[config.mk]
export PLATFORM = sky130hd
export DESIGN_NAME = msb_first_bit_packer
export DESIGN_NICKNAME = d
export VERILOG_FILES = /design/src/mfbp_pkg.sv /design/src/msb_first_bit_packer.sv /design/src/mfbp_front.sv /design/src/mfbp_queue.sv /design/src/mfbp_back.sv
export VERILOG_INCLUDE_DIRS = /design/src /design/src/src
export SDC_FILE = /design/constraint.sdc
export NUM_CORES = 1
export LEC_CHECK = 0
export BUFFER_PORTS_ARGS = -buffer_cell sky130_fd_sc_hd__clkbuf_2
export CORE_MARGIN = 3
export CORE_UTILIZATION = 35
export CTS_BUF_LIST = sky130_fd_sc_hd__clkbuf_16
export CTS_CLUSTER_SIZE = 8
export DETAILED_ROUTE_END_ITERATION = 8
export GPL_TIMING_DRIVEN = 0
export MAX_ROUTING_LAYER = met4
export PLACE_DENSITY = 0.62
export SLEW_MARGIN = 10
export SYNTH_ARGS = -nofsm -noshare
export SYNTH_HDL_FRONTEND = slang
export SYNTH_HIERARCHICAL = 1
export SYNTH_SLANG_ARGS = --single-unit
[constraint.sdc]
create_clock -name i_clk -period 7.5 [get_ports i_clk]
set_input_delay 1.5 -clock i_clk [delete_from_list [all_inputs] [get_ports i_clk]]
set_output_delay 1.5 -clock i_clk [all_outputs]
set_load 0.005 [all_outputs]
[src/msb_first_bit_packer_defines.svh]
// Assertion macros used by the bit packer top level.
`ifndef MSB_FIRST_BIT_PACKER_DEFINES_SVH
`define MSB_FIRST_BIT_PACKER_DEFINES_SVH

// The condition must hold in the same cycle as the trigger.
`define MFBP_ASSERT_IMP(lbl, pre, post) \
    lbl: assert property (@(posedge i_clk) disable iff (!i_rst_n) (pre) |-> (post)) \
        else $error("mfbp: same-cycle check failed");

// The condition must hold in the cycle after the trigger.
`define MFBP_ASSERT_NXT(lbl, pre, post) \
    lbl: assert property (@(posedge i_clk) disable iff (!i_rst_n) (pre) |=> (post)) \
        else $error("mfbp: next-cycle check failed");

`endif

[src/mfbp_pkg.sv]
// Shared types, constants and helpers of the MSB-first bit packer.
package mfbp_pkg;

    localparam int MAX_FIELD_BITS_DEF = 32;
    localparam int QUEUE_DEPTH_DEF    = 4;
    localparam int TOTAL_W            = 32;
    localparam int VALID_W            = 4;

    localparam logic [VALID_W-1:0] FULL_BYTE = 4'd8;

    typedef enum logic [1:0] {
        K_WRITE,
        K_FLUSH,
        K_ERROR
    } t_kind;

    typedef struct packed {
        t_kind               kind;
        logic [VALID_W-1:0]  valid_bits;
        logic [TOTAL_W-1:0]  total;
    } t_job_ctl;

    function automatic logic [TOTAL_W-1:0] sat_inc(input logic [TOTAL_W-1:0] v);
        sat_inc = (v == {TOTAL_W{1'b1}}) ? v : v + TOTAL_W'(1);
    endfunction

endpackage

[src/msb_first_bit_packer.sv]
// Top level of the MSB-first bit packer: front end, job queue and output side.
// An item is taken in every cycle while the job queue has room. A write gives one
// result per completed byte, one per cycle while i_ready is high (up to four for a
// 32-bit field); flush and errors give one. Synchronous active-low reset clears the
// pending bits, fill count, byte total and queue.
`include "msb_first_bit_packer_defines.svh"

module msb_first_bit_packer #(
    parameter int MAX_FIELD_BITS = mfbp_pkg::MAX_FIELD_BITS_DEF,
    parameter int QUEUE_DEPTH    = mfbp_pkg::QUEUE_DEPTH_DEF
) (
    input  logic        i_clk,
    input  logic        i_rst_n,
    input  logic        i_valid,
    output logic        o_ready,
    input  logic        i_action,
    input  logic [31:0] i_field_value,
    input  logic [5:0]  i_field_width,
    output logic        o_valid,
    input  logic        i_ready,
    output logic [7:0]  o_data_byte,
    output logic [3:0]  o_valid_bits,
    output logic [31:0] o_byte_total,
    output logic        o_status,
    output logic        o_last
);

    localparam int NB  = (MAX_FIELD_BITS + 15) / 8;
    localparam int NBW = $clog2(NB);

    logic                 take;
    logic                 push;
    logic                 pop;
    logic                 q_full;
    logic                 q_empty;
    mfbp_pkg::t_job_ctl   f_ctl;
    logic [NB-1:0][7:0]   f_bytes;
    logic [NBW-1:0]       f_nbytes;
    mfbp_pkg::t_job_ctl   h_ctl;
    logic [NB-1:0][7:0]   h_bytes;
    logic [NBW-1:0]       h_nbytes;

    assign o_ready = !q_full;
    assign take    = i_valid && !q_full;

    mfbp_front #(
        .MAX_FIELD_BITS (MAX_FIELD_BITS),
        .NB             (NB),
        .NBW            (NBW)
    ) u_front (
        .i_clk         (i_clk),
        .i_rst_n       (i_rst_n),
        .i_take        (take),
        .i_action      (i_action),
        .i_field_value (i_field_value),
        .i_field_width (i_field_width),
        .o_push        (push),
        .o_ctl         (f_ctl),
        .o_bytes       (f_bytes),
        .o_nbytes      (f_nbytes)
    );

    mfbp_queue #(
        .DEPTH (QUEUE_DEPTH),
        .NB    (NB),
        .NBW   (NBW)
    ) u_queue (
        .i_clk    (i_clk),
        .i_rst_n  (i_rst_n),
        .i_push   (push),
        .i_ctl    (f_ctl),
        .i_bytes  (f_bytes),
        .i_nbytes (f_nbytes),
        .i_pop    (pop),
        .o_full   (q_full),
        .o_empty  (q_empty),
        .o_ctl    (h_ctl),
        .o_bytes  (h_bytes),
        .o_nbytes (h_nbytes)
    );

    mfbp_back #(
        .NB  (NB),
        .NBW (NBW)
    ) u_back (
        .i_clk        (i_clk),
        .i_rst_n      (i_rst_n),
        .i_empty      (q_empty),
        .i_ctl        (h_ctl),
        .i_bytes      (h_bytes),
        .i_nbytes     (h_nbytes),
        .i_ready      (i_ready),
        .o_pop        (pop),
        .o_valid      (o_valid),
        .o_data_byte  (o_data_byte),
        .o_valid_bits (o_valid_bits),
        .o_byte_total (o_byte_total),
        .o_status     (o_status),
        .o_last       (o_last)
    );

    `MFBP_ASSERT_IMP(a_error_single, o_valid && o_status, o_last && (o_valid_bits == 4'd0))
    `MFBP_ASSERT_IMP(a_partial_last, o_valid && (o_valid_bits != mfbp_pkg::FULL_BYTE), o_last)
    `MFBP_ASSERT_NXT(a_run_continues, o_valid && i_ready && !o_last, o_valid)
    `MFBP_ASSERT_IMP(a_no_overflow, push, !q_full)

endmodule

[src/mfbp_front.sv]
// Front end: accepts items, classifies them and packs field bits into byte jobs.
module mfbp_front #(
    parameter int MAX_FIELD_BITS = mfbp_pkg::MAX_FIELD_BITS_DEF,
    parameter int NB             = (MAX_FIELD_BITS + 15) / 8,
    parameter int NBW            = $clog2(NB)
) (
    input  logic                          i_clk,
    input  logic                          i_rst_n,
    input  logic                          i_take,
    input  logic                          i_action,
    input  logic [31:0]                   i_field_value,
    input  logic [5:0]                    i_field_width,
    output logic                          o_push,
    output mfbp_pkg::t_job_ctl            o_ctl,
    output logic [NB-1:0][7:0]            o_bytes,
    output logic [NBW-1:0]                o_nbytes
);

    localparam int WORD_W = 8 * NB;
    localparam int T_W    = $clog2(MAX_FIELD_BITS + 8);
    localparam int SH_W   = $clog2(WORD_W + 1);

    logic [7:0]                    r_pend;
    logic [2:0]                    r_fill;
    logic [mfbp_pkg::TOTAL_W-1:0]  r_count;
    logic [7:0]                    n_pend;
    logic [2:0]                    n_fill;
    logic [mfbp_pkg::TOTAL_W-1:0]  n_count;

    mfbp_pkg::t_kind               kind;
    logic                          illegal;
    logic [MAX_FIELD_BITS-1:0]     v_ext;
    logic [MAX_FIELD_BITS-1:0]     v_mask;
    logic [T_W-1:0]                t_bits;
    logic [SH_W-1:0]               shamt;
    logic [WORD_W-1:0]             word_flat;
    logic [NB-1:0][7:0]            word;
    logic [NBW-1:0]                nbytes;
    logic [mfbp_pkg::TOTAL_W:0]    count_sum;

    assign illegal = (i_field_width == 6'd0) ||
                     (32'(i_field_width) > 32'(MAX_FIELD_BITS));
    assign kind    = i_action ? mfbp_pkg::K_FLUSH :
                     (illegal ? mfbp_pkg::K_ERROR : mfbp_pkg::K_WRITE);

    assign v_ext     = MAX_FIELD_BITS'(i_field_value);
    assign v_mask    = ~({MAX_FIELD_BITS{1'b1}} << i_field_width);
    assign t_bits    = T_W'(r_fill) + T_W'(i_field_width);
    assign shamt     = SH_W'(WORD_W) - SH_W'(i_field_width) - SH_W'(r_fill);
    assign word_flat = (WORD_W'(v_ext & v_mask) << shamt) |
                       {r_pend, {(WORD_W-8){1'b0}}};
    assign word      = word_flat;
    assign nbytes    = NBW'(t_bits >> 3);
    assign count_sum = {1'b0, r_count} + (mfbp_pkg::TOTAL_W + 1)'(nbytes);

    assign n_pend  = word[NBW'(NB - 1) - nbytes];
    assign n_fill  = t_bits[2:0];
    assign n_count = count_sum[mfbp_pkg::TOTAL_W] ? {mfbp_pkg::TOTAL_W{1'b1}}
                                                  : count_sum[mfbp_pkg::TOTAL_W-1:0];

    always_comb begin
        o_ctl.kind       = kind;
        o_ctl.valid_bits = mfbp_pkg::FULL_BYTE;
        o_ctl.total      = r_count;
        o_bytes          = word;
        o_nbytes         = nbytes;
        o_push           = i_take;
        case (kind)
            mfbp_pkg::K_WRITE: begin
                o_push = i_take && (nbytes != '0);
            end
            mfbp_pkg::K_FLUSH: begin
                o_ctl.valid_bits = {1'b0, r_fill};
                o_ctl.total      = (r_fill != 3'd0) ? mfbp_pkg::sat_inc(r_count) : r_count;
                o_bytes          = {r_pend, {(WORD_W-8){1'b0}}};
                o_nbytes         = '0;
            end
            default: begin
                o_ctl.valid_bits = '0;
                o_bytes          = '0;
                o_nbytes         = '0;
            end
        endcase
    end

    always_ff @(posedge i_clk) begin
        if (!i_rst_n) begin
            r_pend  <= '0;
            r_fill  <= '0;
            r_count <= '0;
        end else if (i_take && (kind == mfbp_pkg::K_WRITE)) begin
            r_pend  <= n_pend;
            r_fill  <= n_fill;
            r_count <= n_count;
        end
    end

endmodule

[src/mfbp_queue.sv]
// Register queue of byte jobs between the front end and the output side.
module mfbp_queue #(
    parameter int DEPTH = mfbp_pkg::QUEUE_DEPTH_DEF,
    parameter int NB    = 5,
    parameter int NBW   = $clog2(NB)
) (
    input  logic                   i_clk,
    input  logic                   i_rst_n,
    input  logic                   i_push,
    input  mfbp_pkg::t_job_ctl     i_ctl,
    input  logic [NB-1:0][7:0]     i_bytes,
    input  logic [NBW-1:0]         i_nbytes,
    input  logic                   i_pop,
    output logic                   o_full,
    output logic                   o_empty,
    output mfbp_pkg::t_job_ctl     o_ctl,
    output logic [NB-1:0][7:0]     o_bytes,
    output logic [NBW-1:0]         o_nbytes
);

    localparam int PTR_W = $clog2(DEPTH);

    mfbp_pkg::t_job_ctl   r_ctl    [DEPTH];
    logic [NB-1:0][7:0]   r_bytes  [DEPTH];
    logic [NBW-1:0]       r_nbytes [DEPTH];
    logic [PTR_W-1:0]     r_wr;
    logic [PTR_W-1:0]     r_rd;
    logic [PTR_W:0]       r_cnt;

    assign o_full   = (r_cnt == (PTR_W + 1)'(DEPTH));
    assign o_empty  = (r_cnt == '0);
    assign o_ctl    = r_ctl[r_rd];
    assign o_bytes  = r_bytes[r_rd];
    assign o_nbytes = r_nbytes[r_rd];

    always_ff @(posedge i_clk) begin
        if (i_push) begin
            r_ctl[r_wr]    <= i_ctl;
            r_bytes[r_wr]  <= i_bytes;
            r_nbytes[r_wr] <= i_nbytes;
        end
    end

    always_ff @(posedge i_clk) begin
        if (!i_rst_n) begin
            r_wr  <= '0;
            r_rd  <= '0;
            r_cnt <= '0;
        end else begin
            if (i_push) begin
                r_wr <= (r_wr == PTR_W'(DEPTH - 1)) ? '0 : r_wr + PTR_W'(1);
            end
            if (i_pop) begin
                r_rd <= (r_rd == PTR_W'(DEPTH - 1)) ? '0 : r_rd + PTR_W'(1);
            end
            if (i_push && !i_pop) begin
                r_cnt <= r_cnt + (PTR_W + 1)'(1);
            end else if (!i_push && i_pop) begin
                r_cnt <= r_cnt - (PTR_W + 1)'(1);
            end
        end
    end

endmodule

[src/mfbp_back.sv]
// Output side: emits the head job's bytes, one per cycle unless stalled.
module mfbp_back #(
    parameter int NB  = 5,
    parameter int NBW = $clog2(NB)
) (
    input  logic                          i_clk,
    input  logic                          i_rst_n,
    input  logic                          i_empty,
    input  mfbp_pkg::t_job_ctl            i_ctl,
    input  logic [NB-1:0][7:0]            i_bytes,
    input  logic [NBW-1:0]                i_nbytes,
    input  logic                          i_ready,
    output logic                          o_pop,
    output logic                          o_valid,
    output logic [7:0]                    o_data_byte,
    output logic [3:0]                    o_valid_bits,
    output logic [31:0]                   o_byte_total,
    output logic                          o_status,
    output logic                          o_last
);

    logic                          r_valid;
    logic [NBW-1:0]                r_idx;
    logic [mfbp_pkg::TOTAL_W-1:0]  r_run;
    logic [7:0]                    r_byte;
    logic [3:0]                    r_vbits;
    logic [31:0]                   r_total;
    logic                          r_status;
    logic                          r_last;

    logic                          adv;
    logic                          is_write;
    logic                          cur_last;
    logic [mfbp_pkg::TOTAL_W-1:0]  cur_total;

    assign adv       = !i_empty && (!r_valid || i_ready);
    assign is_write  = (i_ctl.kind == mfbp_pkg::K_WRITE);
    assign cur_last  = !is_write || ((r_idx + NBW'(1)) == i_nbytes);
    assign cur_total = is_write ?
                       mfbp_pkg::sat_inc((r_idx == '0) ? i_ctl.total : r_run) :
                       i_ctl.total;
    assign o_pop     = adv && cur_last;

    always_ff @(posedge i_clk) begin
        if (!i_rst_n) begin
            r_valid <= 1'b0;
            r_idx   <= '0;
        end else if (adv) begin
            r_valid <= 1'b1;
            r_idx   <= cur_last ? '0 : r_idx + NBW'(1);
        end else if (i_ready) begin
            r_valid <= 1'b0;
        end
    end

    always_ff @(posedge i_clk) begin
        if (adv) begin
            r_run    <= cur_total;
            r_byte   <= i_bytes[NBW'(NB - 1) - r_idx];
            r_vbits  <= i_ctl.valid_bits;
            r_total  <= cur_total;
            r_status <= (i_ctl.kind == mfbp_pkg::K_ERROR);
            r_last   <= cur_last;
        end
    end

    assign o_valid      = r_valid;
    assign o_data_byte  = r_byte;
    assign o_valid_bits = r_vbits;
    assign o_byte_total = r_total;
    assign o_status     = r_status;
    assign o_last       = r_last;

endmodule
### Word-level counts from Yosys, hierarchy flattened

Memory sizes are Yosys's and may differ from the RTL's. A register that Yosys moved wholly into a read port is not among the register bits.
Cells that the tools add are included.

* memory bits (writable): 324
* output and inout bits: 48
* bits in registers: 100
* memories kept: 3

* $lt $le $gt $ge: 3
* shift operators: 2
* eq/ne operators: 8
* bitwise operators: 3
* add/sub/neg operators: 13
* mux-type cells: 32
* reduce and logical (&&, ||, !) cells: 25

Memories
* u_queue.r_bytes: depth 4, bits a word 40, rd ports 1, clocked after Yosys merged registers in 1, wr ports 1, line mfbp_queue.sv:24 `logic [NB-1:0][7:0] r_bytes [DEPTH];`
* u_queue.r_ctl: depth 4, bits a word 38, rd ports 1, clocked after Yosys merged registers in 1, wr ports 1, line mfbp_queue.sv:23 `mfbp_pkg::t_job_ctl r_ctl [DEPTH];`
* u_queue.r_nbytes: depth 4, bits a word 3, rd ports 1, clocked after Yosys merged registers in 1, wr ports 1, line mfbp_queue.sv:25 `logic [NBW-1:0] r_nbytes [DEPTH];`

Operator list (number)
* $mux W32: 7
* $pmux W40 S2: 1
* $add A32 B1 Y32 const B: 2
* $eq A32 B32 Y1 const B: 2
* $bmux W8 S3: 2
* $or A40 B40 Y40: 1
* $shl A40 B6 Y40: 1
* $add A32 B3 Y33: 1
* $and A32 B32 Y32: 1
* $not A32 Y32: 1
* $shl A32 B6 Y32 const A: 1
* $mux W2: 10
* $mux W8: 2
* $mux W3: 4
* $lt A3 B4 Y1 const B: 2
* $pmux W4 S2: 1
* $logic_and A1 B1 Y1: 7
* $add A3 B1 Y3 const B: 2
* $add A3 B6 Y6: 1
* $eq A2 B2 Y1 const B: 3
* $gt A6 B6 Y1 const B: 1
* $logic_not A1 Y1: 6
* $logic_not A3 Y1: 2
* $logic_not A6 Y1: 1
* other kinds (13): 24

### Logic depth before layout (Yosys ltp)

Gate-level depths: netlist (run 1).

* depth in word-level cells: 10
* depth in mapped cells: 18

### Cells and area by module

The synthesis (run 1) kept the hierarchy.

By module, submodules not included
* mfbp_queue: cells an instance 467, area an instance 12226.7 um2, times used 1
* mfbp_front: cells an instance 958, area an instance 6583.8 um2, times used 1
* mfbp_back: cells an instance 406, area an instance 3925.0 um2, times used 1
* msb_first_bit_packer: cells an instance 2, area an instance 10.0 um2, times used 1

### Worst setup path before layout (run 1)

OpenSTA, ideal clock, no wires.

* path kind: input -> register
* start: input port i_field_width[2]
* end: memory u_queue/r_bytes[0][0] (netlist bit) (enable)
* setup time: 0.448 ns
* stages on the path: 13
* arrival: 6.329 ns
* data required time: 7.052 ns
* path slack: 0.723 ns
* cell sequence: buf_2 > buf_2 > buf_2 > inv_1 > ha_1 > a31oi_1 > xnor2_1 > clkinv_1 > clkbuf_1 > ha_1 > ha_1 > a21boi_0 > and2_1

* word-level cells in the longest chain between the ends: 8
* elaborated cells on any way between the ends: 12
* those cells by class: add/sub (1); order compare (1); mux (5); reduce/logical (5)

RTL lines
* from (decl): line msb_first_bit_packer.sv:18 `input logic [5:0] i_field_width,`
* $gt A6 B6 Y1 / $logic_not A6 Y1 (equally long branches): line mfbp_front.sv:42, mfbp_front.sv:41
* $logic_or A1 B1 Y1: line mfbp_front.sv:41 `assign illegal = (i_field_width == 6'd0) ||`
* $mux W2: line mfbp_front.sv:44 `(illegal ? mfbp_pkg::K_ERROR : mfbp_pkg::K_WRITE);`
* $mux W2: line mfbp_front.sv:43 `assign kind = i_action ? mfbp_pkg::K_FLUSH :`
* $logic_not A2 Y1: line mfbp_front.sv:68 `case (kind)`
* $mux W1 (*): line mfbp_front.sv:68
* via push: line msb_first_bit_packer.sv:32 `logic push;`
* $mux W1 (*): line mfbp_queue.sv:37 `if (i_push) begin`
* $mux W1 (not written as such) (*): line mfbp_queue.sv:39 `r_bytes[r_wr] <= i_bytes;`
* to (decl): line mfbp_queue.sv:24

Mark *: on every way through the listed nets, which the timed path passes. The rest lies on a longest branch.

### Worst setup path in the final report (run 1)

* start: input port i_field_width[2]
* end: register u_queue.r_cnt[2]

* word-level cells in the longest chain between the ends: 9
* elaborated cells on any way between the ends: 15
* those cells by class: add/sub (1); order compare (1); mux (4); reduce/logical (9)

RTL lines
* $gt A6 B6 Y1 / $logic_not A6 Y1 (equally long branches): line mfbp_front.sv:42, mfbp_front.sv:41
* $logic_or A1 B1 Y1: line mfbp_front.sv:41
* $mux W2: line mfbp_front.sv:44
* $mux W2: line mfbp_front.sv:43
* $logic_not A2 Y1: line mfbp_front.sv:68
* $mux W1 (*): line mfbp_front.sv:68
* via push: line msb_first_bit_packer.sv:32
* $logic_not A1 Y1: line mfbp_queue.sv:58 `end else if (!i_push && i_pop) begin`
* $logic_and A1 B1 Y1: line mfbp_queue.sv:58
* $reduce_bool A2 Y1 (no line)
* to (signal assigned): line mfbp_queue.sv:57 `r_cnt <= r_cnt + (PTR_W + 1)'(1);`
* to (signal assigned): line mfbp_queue.sv:59 `r_cnt <= r_cnt - (PTR_W + 1)'(1);`
* to (decl): line mfbp_queue.sv:28 `logic [PTR_W:0] r_cnt;`

Marked as above.
A chain may end at the register's enable or synchronous reset.

==> results of run 1 <==
## flip-flops by register name, indices dropped and copies added, names as in the netlist, named ones only
signal and cells:
u_queue/r_nbytes 12, u_front/r_count 32, u_queue/r_wr 2, u_back/o_byte_total 32
u_back/o_last 1, u_queue/r_bytes 160, u_back/o_valid 1, u_front/r_pend 8
u_queue/r_cnt 3, u_back/o_status 1, u_back/r_idx 3, u_queue/r_ctl 152
u_queue/r_rd 2, u_front/r_fill 3, u_back/o_valid_bits 4, u_back/o_data_byte 8
## area by class of cell
type                       instances  area (um^2)  share of cell area, %
buffer                           126        719.4                  2.748
clock buffer                      61         1526                  5.830
clock inverter                    53        257.7                 0.9844
inverter                          41        153.9                 0.5878
multi-input combinational       1240         9659                  36.89
sequential                       426        12230                  46.72
tap                              846         1059                  4.043
timing repair buffer              94        575.6                  2.198
## worst register-to-register path, cell delays in order (launching register included)
cell	delay [ns]
sky130_fd_sc_hd__dfxtp_1	0.41
sky130_fd_sc_hd__inv_1	0.11
sky130_fd_sc_hd__ha_1	0.39
sky130_fd_sc_hd__a31oi_1	0.16
sky130_fd_sc_hd__xnor2_1	0.75
sky130_fd_sc_hd__clkinv_1	0.60
sky130_fd_sc_hd__clkbuf_1	0.42
sky130_fd_sc_hd__ha_1	0.29
sky130_fd_sc_hd__ha_1	0.22
sky130_fd_sc_hd__a21boi_0	0.76
sky130_fd_sc_hd__ha_1	0.35
sky130_fd_sc_hd__inv_1	0.07
sky130_fd_sc_hd__fa_1	0.38
sky130_fd_sc_hd__xor2_1	0.17
sky130_fd_sc_hd__or3_1	0.32
sky130_fd_sc_hd__a21boi_0	0.19
## stage by stage
stage               utilization [%]  hold slack [ns]  setup TNS (ns)  total power (uW)  instance area, um^2
floorplan                         -           0.4667               0              5379                22750
global placement              38.09           0.4836         -816.92              6556                24250
detailed placement            38.33           0.5040          -12.93              6574                24400
CTS                           41.13           0.5126               0              9072                26180
global route                  41.13           0.5498               0              9450                26180
finish                        41.13           0.4984               0              9003                26180
## Yosys cell counts, types with 26 or more instances
master                     number  share of area [%]
sky130_fd_sc_hd__nor2_1       141                2.3
sky130_fd_sc_hd__a211oi_1      26               0.86
sky130_fd_sc_hd__edfxtp_1     370                 49
sky130_fd_sc_hd__nor3_1        41               0.90
sky130_fd_sc_hd__mux4_2        93                9.2
sky130_fd_sc_hd__inv_1         36               0.59
sky130_fd_sc_hd__buf_2         30               0.66
sky130_fd_sc_hd__a21oi_1       95                2.1
sky130_fd_sc_hd__nand3_1       53                1.2
sky130_fd_sc_hd__mux2i_1       40                1.8
sky130_fd_sc_hd__o21ai_0       57                1.3
sky130_fd_sc_hd__xor2_1        41                1.6
sky130_fd_sc_hd__dfxtp_1       56                4.9
sky130_fd_sc_hd__clkbuf_1      69                1.1
sky130_fd_sc_hd__xnor2_1       52                2.0
sky130_fd_sc_hd__nand2_1      128                2.1
## kinds of logic after synthesis
group | synth area share [%]
xor gates and xnor gates | 3.581
and+or+nand+nor | 12.24
muxes | 11.46
buffers and inverters | 3.823
DFF | 53.78
adders and majority gates | 1.815
AOI/OAI and AO/OA | 13.30
## power groups by stage
| stage | logic, uW | registers [uW] | clock network, uW |
|---|---|---|---|
| after floorplan | 2140 | 3240 | 0 |
| after global placement | 3250 | 3310 | 0 |
| after detailed placement | 3290 | 3280 | 0 |
| after CTS | 3310 | 3240 | 2520 |
| after global routing | 3550 | 3270 | 2620 |
| final | 3310 | 3240 | 2460 |
## worst min-delay path by stage
stage	endpoint	slack, ns	cells after the start
finish	u_back/o_valid	0.50	2
global route	u_back/r_idx[1]	0.55	2
CTS	u_back/o_valid	0.51	2
detailed placement	u_back/o_valid	0.50	2
global placement	u_queue/r_cnt[2]	0.48	2
floorplan	u_front/r_fill[0]	0.47	2
## per-layer routing
layer	routed length [um]	track usage, %
met1	29570	27.43
met4	1970	6.596
met5	0	-
met2	34700	35.19
met3	5083	3.493
==> qor.log, run 1 <==
qor: critical_path.worst_path_dominant_cell_family buffers and inverters
qor: placement.portBuffers 89
qor: placement.globalplace.congestion 0.9621
qor: synth.ys_seq_elements 426
qor: grt.grt_first_pass_wirelength 108,100 um
qor: route.route.final.wire_length 71,330 um
qor: critical_path.worstPathRequired 8.04 ns
qor: critical_path.worstSetupStartpoint i_field_width[2]
qor: hold_path.min-delay-start u_back/o_valid
qor: timing.setup_viol 0
qor: clock_tree.ctsHtreeMaxLevel 2
qor: route.initialDrtViolationCount 1,559
qor: pwr.vdd.ir_drop.worst 0.1806 mV
qor: pwr.power.static_leakage 0.008795 uW
qor: route.post-route-drc-count 0
qor: critical_path.crit_arrival 7.78 ns
qor: cells_and_area.mostFrequentLayoutCell sky130_fd_sc_hd__edfxtp_1
qor: critical_path.worst_path_bufs_invs 8
qor: synth.number_of_synthesized_flops_with_an_enable_pin 370
qor: pwr.power-per-cell-area 343.9 nW/um^2
qor: timing.hold_violations 0
qor: clock_tree.insertion_delay 0.63 ns
qor: placement.dp.final_hpwl 51,280 um
qor: critical_path.crit_type in -> reg
qor: timing.fmaxAchievable 138.1 MHz
qor: cells_and_area.fin_nets 2,062
qor: cells_and_area.area.growth.synth_to_final 15.11%
qor: synth.synth_sequential_area_ratio 53.78%
qor: placement.worst_setup_timing_slack_at_the_placement_stage -0.1824 ns
qor: clock_tree.cts_buffer_depth 3
qor: synth.synth_cell_types 90
qor: cells_and_area.layout.cells.most_common_list sky130_fd_sc_hd__edfxtp_1 (370), sky130_fd_sc_hd__nor2_1 (141), sky130_fd_sc_hd__nand2_1 (128)
qor: timing.max-slew-margin-rel 20.56%
qor: cells_and_area.fill_cells 5,950
qor: route.detailedRoute.firstPassIterationCount 8
qor: grt.antenna_found_initial 0
qor: floorplan.initial_utilization 35.73%
qor: floorplan.area_enclosed_by_the_die_boundary 68,080 um^2
qor: critical_path.crit_top_cell sky130_fd_sc_hd__ha_1
qor: timing.timing.final.crit_period 7.240 ns
qor: clock_tree.clockRootBuffer sky130_fd_sc_hd__clkbuf_16
qor: pwr.netSwitchingFraction 35.52%
qor: critical_path.cp-endpoint u_queue/r_cnt[2]
qor: synth.syn_nets 1,906
qor: placement.place_inst 2,773
qor: clock_tree.clk_pin_slew 0.05 ns
qor: timing.setup_skew_after_layout 0.03675 ns
qor: pwr.pwr-share-seq 35.9%
qor: cells_and_area.antenna-diode-count 0
qor: critical_path.largest_incremental_delay_on_the_critical_path 0.76 ns
qor: cells_and_area.layout-drive-gt1-share 17.20%
qor: synth.synth.yosys.warnings 6
qor: floorplan.die_x 260.9 um
qor: clock_tree.cts_hold_repair.buffers 0
qor: route.num_vias 17,030
qor: route.routedWlPerCell 24.71 um
qor: clock_tree.cts_tree done
qor: synth.avgSynthCellArea 12.41 um^2
qor: critical_path.worstPathCellList clkbuf_2 > buf_2 > buf_2 > buf_2 > inv_1 > ha_1 > a31oi_1 > xnor2_1 > clkinv_1 > clkbuf_1 > ha_1 > ha_1 > a21boi_0 > ha_1 > inv_1 > fa_1 > xor2_1 > or3_1 > a21boi_0
qor: synth.synthFlopType sky130_fd_sc_hd__edfxtp_1
qor: clock_tree.numCtsBuffers 60
qor: critical_path.rr_endpoint u_queue/r_cnt[2]
qor: timing.report.final.slew_viol_count 0
qor: pwr.p_clk_share 27.3%
qor: clock_tree.clock_sink_count 426
qor: floorplan.pin_count 91
qor: timing.grt_setup_unrepaired false
qor: clock_tree.ctsResizeCount 0
qor: timing.final.setup.worst_slack 0.2601 ns
qor: route.routed_via_density 5.900
qor: pwr.comb_power_share 36.8%
qor: critical_path.critPathCaptureType register
qor: critical_path.path_max_fanout 10
qor: floorplan.rows 92
qor: pwr.power_report.internal_total 5805 uW
qor: critical_path.critical_path_cell_count 19
qor: floorplan.core 63,660 um^2
qor: grt.first_global_vias 17,110
qor: synth.asyncSetResetFlopFracSynth 0%
qor: critical_path.crit_path_start_kind input pin
qor: cells_and_area.final_cells 2,887
qor: timing.final_min_period_over_clock_period 96.53%
qor: run_status.outcome complete, no violations
qor: synth.syn-instance-count 1,833
qor: grt.grt_overflow_total 0
qor: clock_tree.cts.repair_timing.setup_buffer_count 0
qor: timing.tightest_pin_transition 1.188 ns
qor: route.postRouteAntennaNets 0
qor: critical_path.r2r_setup_slack 1.83 ns
qor: critical_path.worst_path_max_delay_cell sky130_fd_sc_hd__a21boi_0
qor: grt.groute.usage.overall 21.48%
qor: critical_path.r2r-start u_front/r_fill[2]
qor: grt.largest_net_degree_at_the_start_of_global_routing 50
qor: hold_path.hold_class reg -> reg
qor: pwr.power.switching 3198 uW
qor: flow_run.cap_violations 0
qor: floorplan.die_height 260.9 um
qor: synth.post_synthesis_cell_area 22,750 um^2
qor: critical_path.worst-r2r-cell-count 15
No activity file was read; power rests on OpenSTA's default activity.
==> run 2, diff against run 1 <==
--- a/config.mk
+++ b/config.mk
@@ -6,15 +6,15 @@
 export SDC_FILE = /design/constraint.sdc
 export NUM_CORES = 1
 export LEC_CHECK = 0
-export BUFFER_PORTS_ARGS = -buffer_cell sky130_fd_sc_hd__clkbuf_2
 export CORE_MARGIN = 3
 export CORE_UTILIZATION = 35
 export CTS_BUF_LIST = sky130_fd_sc_hd__clkbuf_16
 export CTS_CLUSTER_SIZE = 8
 export DETAILED_ROUTE_END_ITERATION = 8
+export DONT_BUFFER_PORTS = 1
 export GPL_TIMING_DRIVEN = 0
 export MAX_ROUTING_LAYER = met4
-export PLACE_DENSITY = 0.62
+export PLACE_DENSITY = 0.61
 export SLEW_MARGIN = 10
 export SYNTH_ARGS = -nofsm -noshare
 export SYNTH_HDL_FRONTEND = slang
==> constraint.sdc (replaced) <==
create_clock -name i_clk -period 7.5 [get_ports i_clk]
set_input_delay 1.5 -clock i_clk [delete_from_list [all_inputs] [get_ports i_clk]]
set_output_delay 1.5 -clock i_clk [all_outputs]
set_load 0.02 [all_outputs]
==> run 2 against run 1 <==
  * Power fell by 0.26%
  * Sequential share of layout area up 0.97 points
  * Non-clock buffer count down 89
  * Via count down 2.8%
  * Core utilization decreased by 0.84 points
  * Combinational power down 5%
  * Worst setup slack better by 0.35 ns
  * Clock skew shrank 0.016 ns
  * Critical path depth fell by 1
  * Largest power group is now sequential cells
  * Highest routed layer unchanged
==> qor.log, run 2 (synthesized netlist as in run 1, its figures left out) <==
qor: run_status.outcome complete, no violations
qor: cells_and_area.antenna-diode-count 0 [unchanged]
qor: route.initialDrtViolationCount 1,715 [+10%]
qor: floorplan.pin_count 91 [unchanged]
qor: clock_tree.cts.repair_timing.setup_buffer_count 0 [unchanged]
qor: critical_path.worstPathRequired 8.02 ns [-0.02 ns]
qor: critical_path.critical_path_cell_count 18 [-1]
qor: route.met3_length 5252 um [+3.3%]
qor: critical_path.crit_path_start_kind input pin
qor: clock_tree.clockRootBuffer sky130_fd_sc_hd__clkbuf_16
qor: floorplan.rows 92 [unchanged]
qor: cells_and_area.regs_by_ff_count u_queue/r_bytes: 160 flops, u_queue/r_ctl: 152 flops
qor: route.met2RoutedLength 33,540 um [-3.3%]
qor: timing.max-slew-margin-rel 26.01% [+5.4 points]
qor: clock_tree.numCtsBuffers 60 [unchanged]
qor: pwr.totalPowerFinal 8980 uW [-0.26%]
qor: critical_path.crit_arrival 7.42 ns [-0.36 ns]
qor: clock_tree.ctsHtreeMaxLevel 2 [unchanged]
qor: cells_and_area.fill_cells 6,042 [+1.5%]
qor: cells_and_area.largest_reg_flops 160 [unchanged]
qor: critical_path.worst_path_bufs_invs 7 [-1]
qor: route.postRouteAntennaNets 0 [unchanged]
qor: floorplan.die_height 260.9 um [unchanged]
qor: critical_path.worstPathCellList buf_2 > buf_2 > buf_2 > inv_1 > ha_1 > a31oi_1 > xnor2_1 > clkinv_1 > clkbuf_1 > ha_1 > ha_1 > a21boi_0 > ha_1 > inv_1 > fa_1 > xor2_1 > or3_1 > a21boi_0
qor: hold_path.min_path_cells 2 [unchanged]
qor: route.num_vias 16,560 [-2.8%]
qor: pwr.p_clk_share 26.7% [-0.6 points]
qor: route.wl_met1 28,650 um [-3.1%]
qor: grt.groute.usage.overall 21.00% [-0.48 points]
qor: cells_and_area.largest-register u_queue/r_bytes
qor: floorplan.area_enclosed_by_the_die_boundary 68,080 um^2 [unchanged]
qor: cells_and_area.layout.cells.most_common_list sky130_fd_sc_hd__edfxtp_1 (370), sky130_fd_sc_hd__nor2_1 (141), sky130_fd_sc_hd__nand2_1 (128)
qor: cells_and_area.mostFrequentLayoutCell sky130_fd_sc_hd__edfxtp_1
qor: critical_path.crit_top_cell sky130_fd_sc_hd__ha_1
qor: route.routed_via_density 5.951 [+0.87%]
qor: clock_tree.insertion_delay 0.61 ns [-0.02 ns]
qor: placement.globalplace.congestion 0.9843 [+2.3%]
qor: timing.hold_violations 0 [unchanged]
qor: route.post-route-drc-count 0 [unchanged]
qor: pwr.vdd.ir_drop.worst 0.1855 mV [+2.7%]
qor: grt.first_global_vias 16,510 [-3.5%]
qor: route.route.final.wire_length 69,840 um [-2.1%]
qor: floorplan.initial_utilization 35.73% [unchanged]
qor: pwr.comb_power_share 35.1% [-1.7 points]
qor: timing.final_min_period_over_clock_period 91.92% [-4.6 points]
qor: timing.grt_setup_unrepaired false
qor: pwr.power.static_leakage 0.008331 uW [-5.3%]
qor: cells_and_area.layout-drive-gt1-share 13.48% [-3.7 points]
qor: pwr.power-per-cell-area 350.1 nW/um^2 [+1.8%]
qor: grt.grt_overflow_total 0 [unchanged]
qor: clock_tree.cts_buffer_depth 3 [unchanged]
qor: timing.setup_viol 0 [unchanged]
qor: cells_and_area.final_core_util 40.29% [-0.84 points]
qor: placement.portBuffers 0 [-100%]
qor: placement.worst_setup_timing_slack_at_the_placement_stage 0.2118 ns [+0.3942 ns]
qor: floorplan.core 63,660 um^2 [unchanged]
qor: route.detailedRoute.firstPassIterationCount 6 [-2]
qor: critical_path.critPathCaptureType register
qor: clock_tree.cts_tree done
qor: clock_tree.cts_hold_repair.buffers 0 [unchanged]
qor: flow_run.cap_violations 0 [unchanged]
qor: critical_path.worst_path_max_delay_cell sky130_fd_sc_hd__xnor2_1
qor: timing.timing.final.crit_period 6.894 ns [-0.3462 ns]
qor: timing.tightest_pin_transition 1.110 ns [-0.07798 ns]
qor: route.top_layer met4
qor: clock_tree.clk_pin_slew 0.05 ns [about the same]
qor: critical_path.worst-r2r-cell-count 15 [unchanged]
qor: placement.dp.final_hpwl 49,910 um [-2.7%]
qor: hold_path.hold_class reg -> reg
qor: floorplan.die_x 260.9 um [unchanged]
qor: timing.fmaxAchievable 145.1 MHz [+5.0%]
qor: grt.grt_first_pass_wirelength 105,100 um [-2.8%]
qor: critical_path.worst_path_dominant_cell_family buffers and inverters
qor: pwr.power.switching 3271 uW [+2.3%]
qor: critical_path.crit_type in -> reg
qor: clock_tree.clock_sink_count 426 [unchanged]
qor: timing.final.hold.worst_slack 0.5211 ns [+0.02270 ns]
qor: pwr.netSwitchingFraction 36.42% [+0.90 points]
qor: pwr.pwr-share-seq 38.2% [+2.3 points]
qor: grt.antenna_found_initial 0 [unchanged]
qor: timing.report.final.slew_viol_count 0 [unchanged]
qor: clock_tree.ctsResizeCount 0 [unchanged]
qor: pwr.power_report.internal_total 5710 uW [-1.6%]
qor: cells_and_area.fin_nets 1,973 [-4.3%]
qor: timing.final.setup.worst_slack 0.6063 ns [+0.3462 ns]
qor: critical_path.largest_incremental_delay_on_the_critical_path 0.83 ns [+0.07 ns]
qor: route.routedWlPerCell 25.10 um [+1.6%]
qor: grt.largest_net_degree_at_the_start_of_global_routing 51 [+2.0%]
qor: timing.tns 0 ns [unchanged]
qor: timing.setup_skew_after_layout 0.02090 ns [-0.01585 ns]
qor: critical_path.path_max_fanout 10 [unchanged]
qor: cells_and_area.area.growth.synth_to_final 12.77%
## run 2: cell types whose count changed in the layout (fill, tap and decap cells not counted)
cell	previous run	this run
sky130_fd_sc_hd__inv_1	82	68
sky130_fd_sc_hd__buf_16	4	5
sky130_fd_sc_hd__clkinv_2	1	0
sky130_fd_sc_hd__clkinv_16	2	0
sky130_fd_sc_hd__clkbuf_2	89	0
sky130_fd_sc_hd__clkinvlp_4	0	2
sky130_fd_sc_hd__inv_16	0	1
sky130_fd_sc_hd__clkinv_1	8	7
sky130_fd_sc_hd__buf_12	9	8
sky130_fd_sc_hd__inv_6	1	0
## run 2: final timing paths
path                     startpoint               end  slack [ns]
setup reg to reg  u_front/r_fill[2]  u_queue/r_cnt[2]        1.98
setup / recovery   i_field_width[2]  u_queue/r_cnt[2]        0.61
hold reg to reg    u_queue/r_cnt[2]  u_queue/r_cnt[2]        0.52
hold / removal     u_queue/r_cnt[2]  u_queue/r_cnt[2]        0.52
## run 2: cell type report
class,instances,area [um^2],share of cell area (%)
buffer,126,719.4,2.805
clock buffer,61,1526,5.951
clock inverter,37,162.7,0.6341
inverter,41,153.9,0.6000
multi-input combinational,1240,9659,37.66
sequential,426,12230,47.69
tap,846,1059,4.127
timing repair buffer,5,137.6,0.5366
## run 2: worst register-to-register path, cell delays in order, from the launching register on
cell and delay [ns]:
sky130_fd_sc_hd__dfxtp_1 0.40, sky130_fd_sc_hd__inv_1 0.11, sky130_fd_sc_hd__ha_1 0.38, sky130_fd_sc_hd__a31oi_1 0.16, sky130_fd_sc_hd__xnor2_1 0.83, sky130_fd_sc_hd__clkinv_1 0.58, sky130_fd_sc_hd__clkbuf_1 0.40, sky130_fd_sc_hd__ha_1 0.29
sky130_fd_sc_hd__ha_1 0.22, sky130_fd_sc_hd__a21boi_0 0.69, sky130_fd_sc_hd__ha_1 0.31, sky130_fd_sc_hd__inv_1 0.06, sky130_fd_sc_hd__fa_1 0.38, sky130_fd_sc_hd__xor2_1 0.16, sky130_fd_sc_hd__or3_1 0.30, sky130_fd_sc_hd__a21boi_0 0.15
## run 2: power by group through the flow
stage	Clock (uW)	Sequential, uW	Combinational (uW)
floorplan	0	3400	2140
global placement	0	3510	3050
detailed placement	0	3480	3110
CTS	2460	3440	3130
global route	2570	3470	3370
finish	2400	3430	3150
## run 2: metrics by stage
stage / std cells / instance area (um^2)
final: 2782 / 25650
after global routing: 2782 / 25650
after detailed placement: 2684 / 23960
after CTS: 2782 / 25650
after global placement: 2679 / 23800
after floorplan: 1833 / 22750
## run 2: layer usage
metal | global-route usage, % | vias up
met1 | 26.79 | 8304
met4 | 7.309 | 0
li1 | - | 7316
met5 | - | -
met3 | 3.513 | 165
met2 | 33.96 | 771
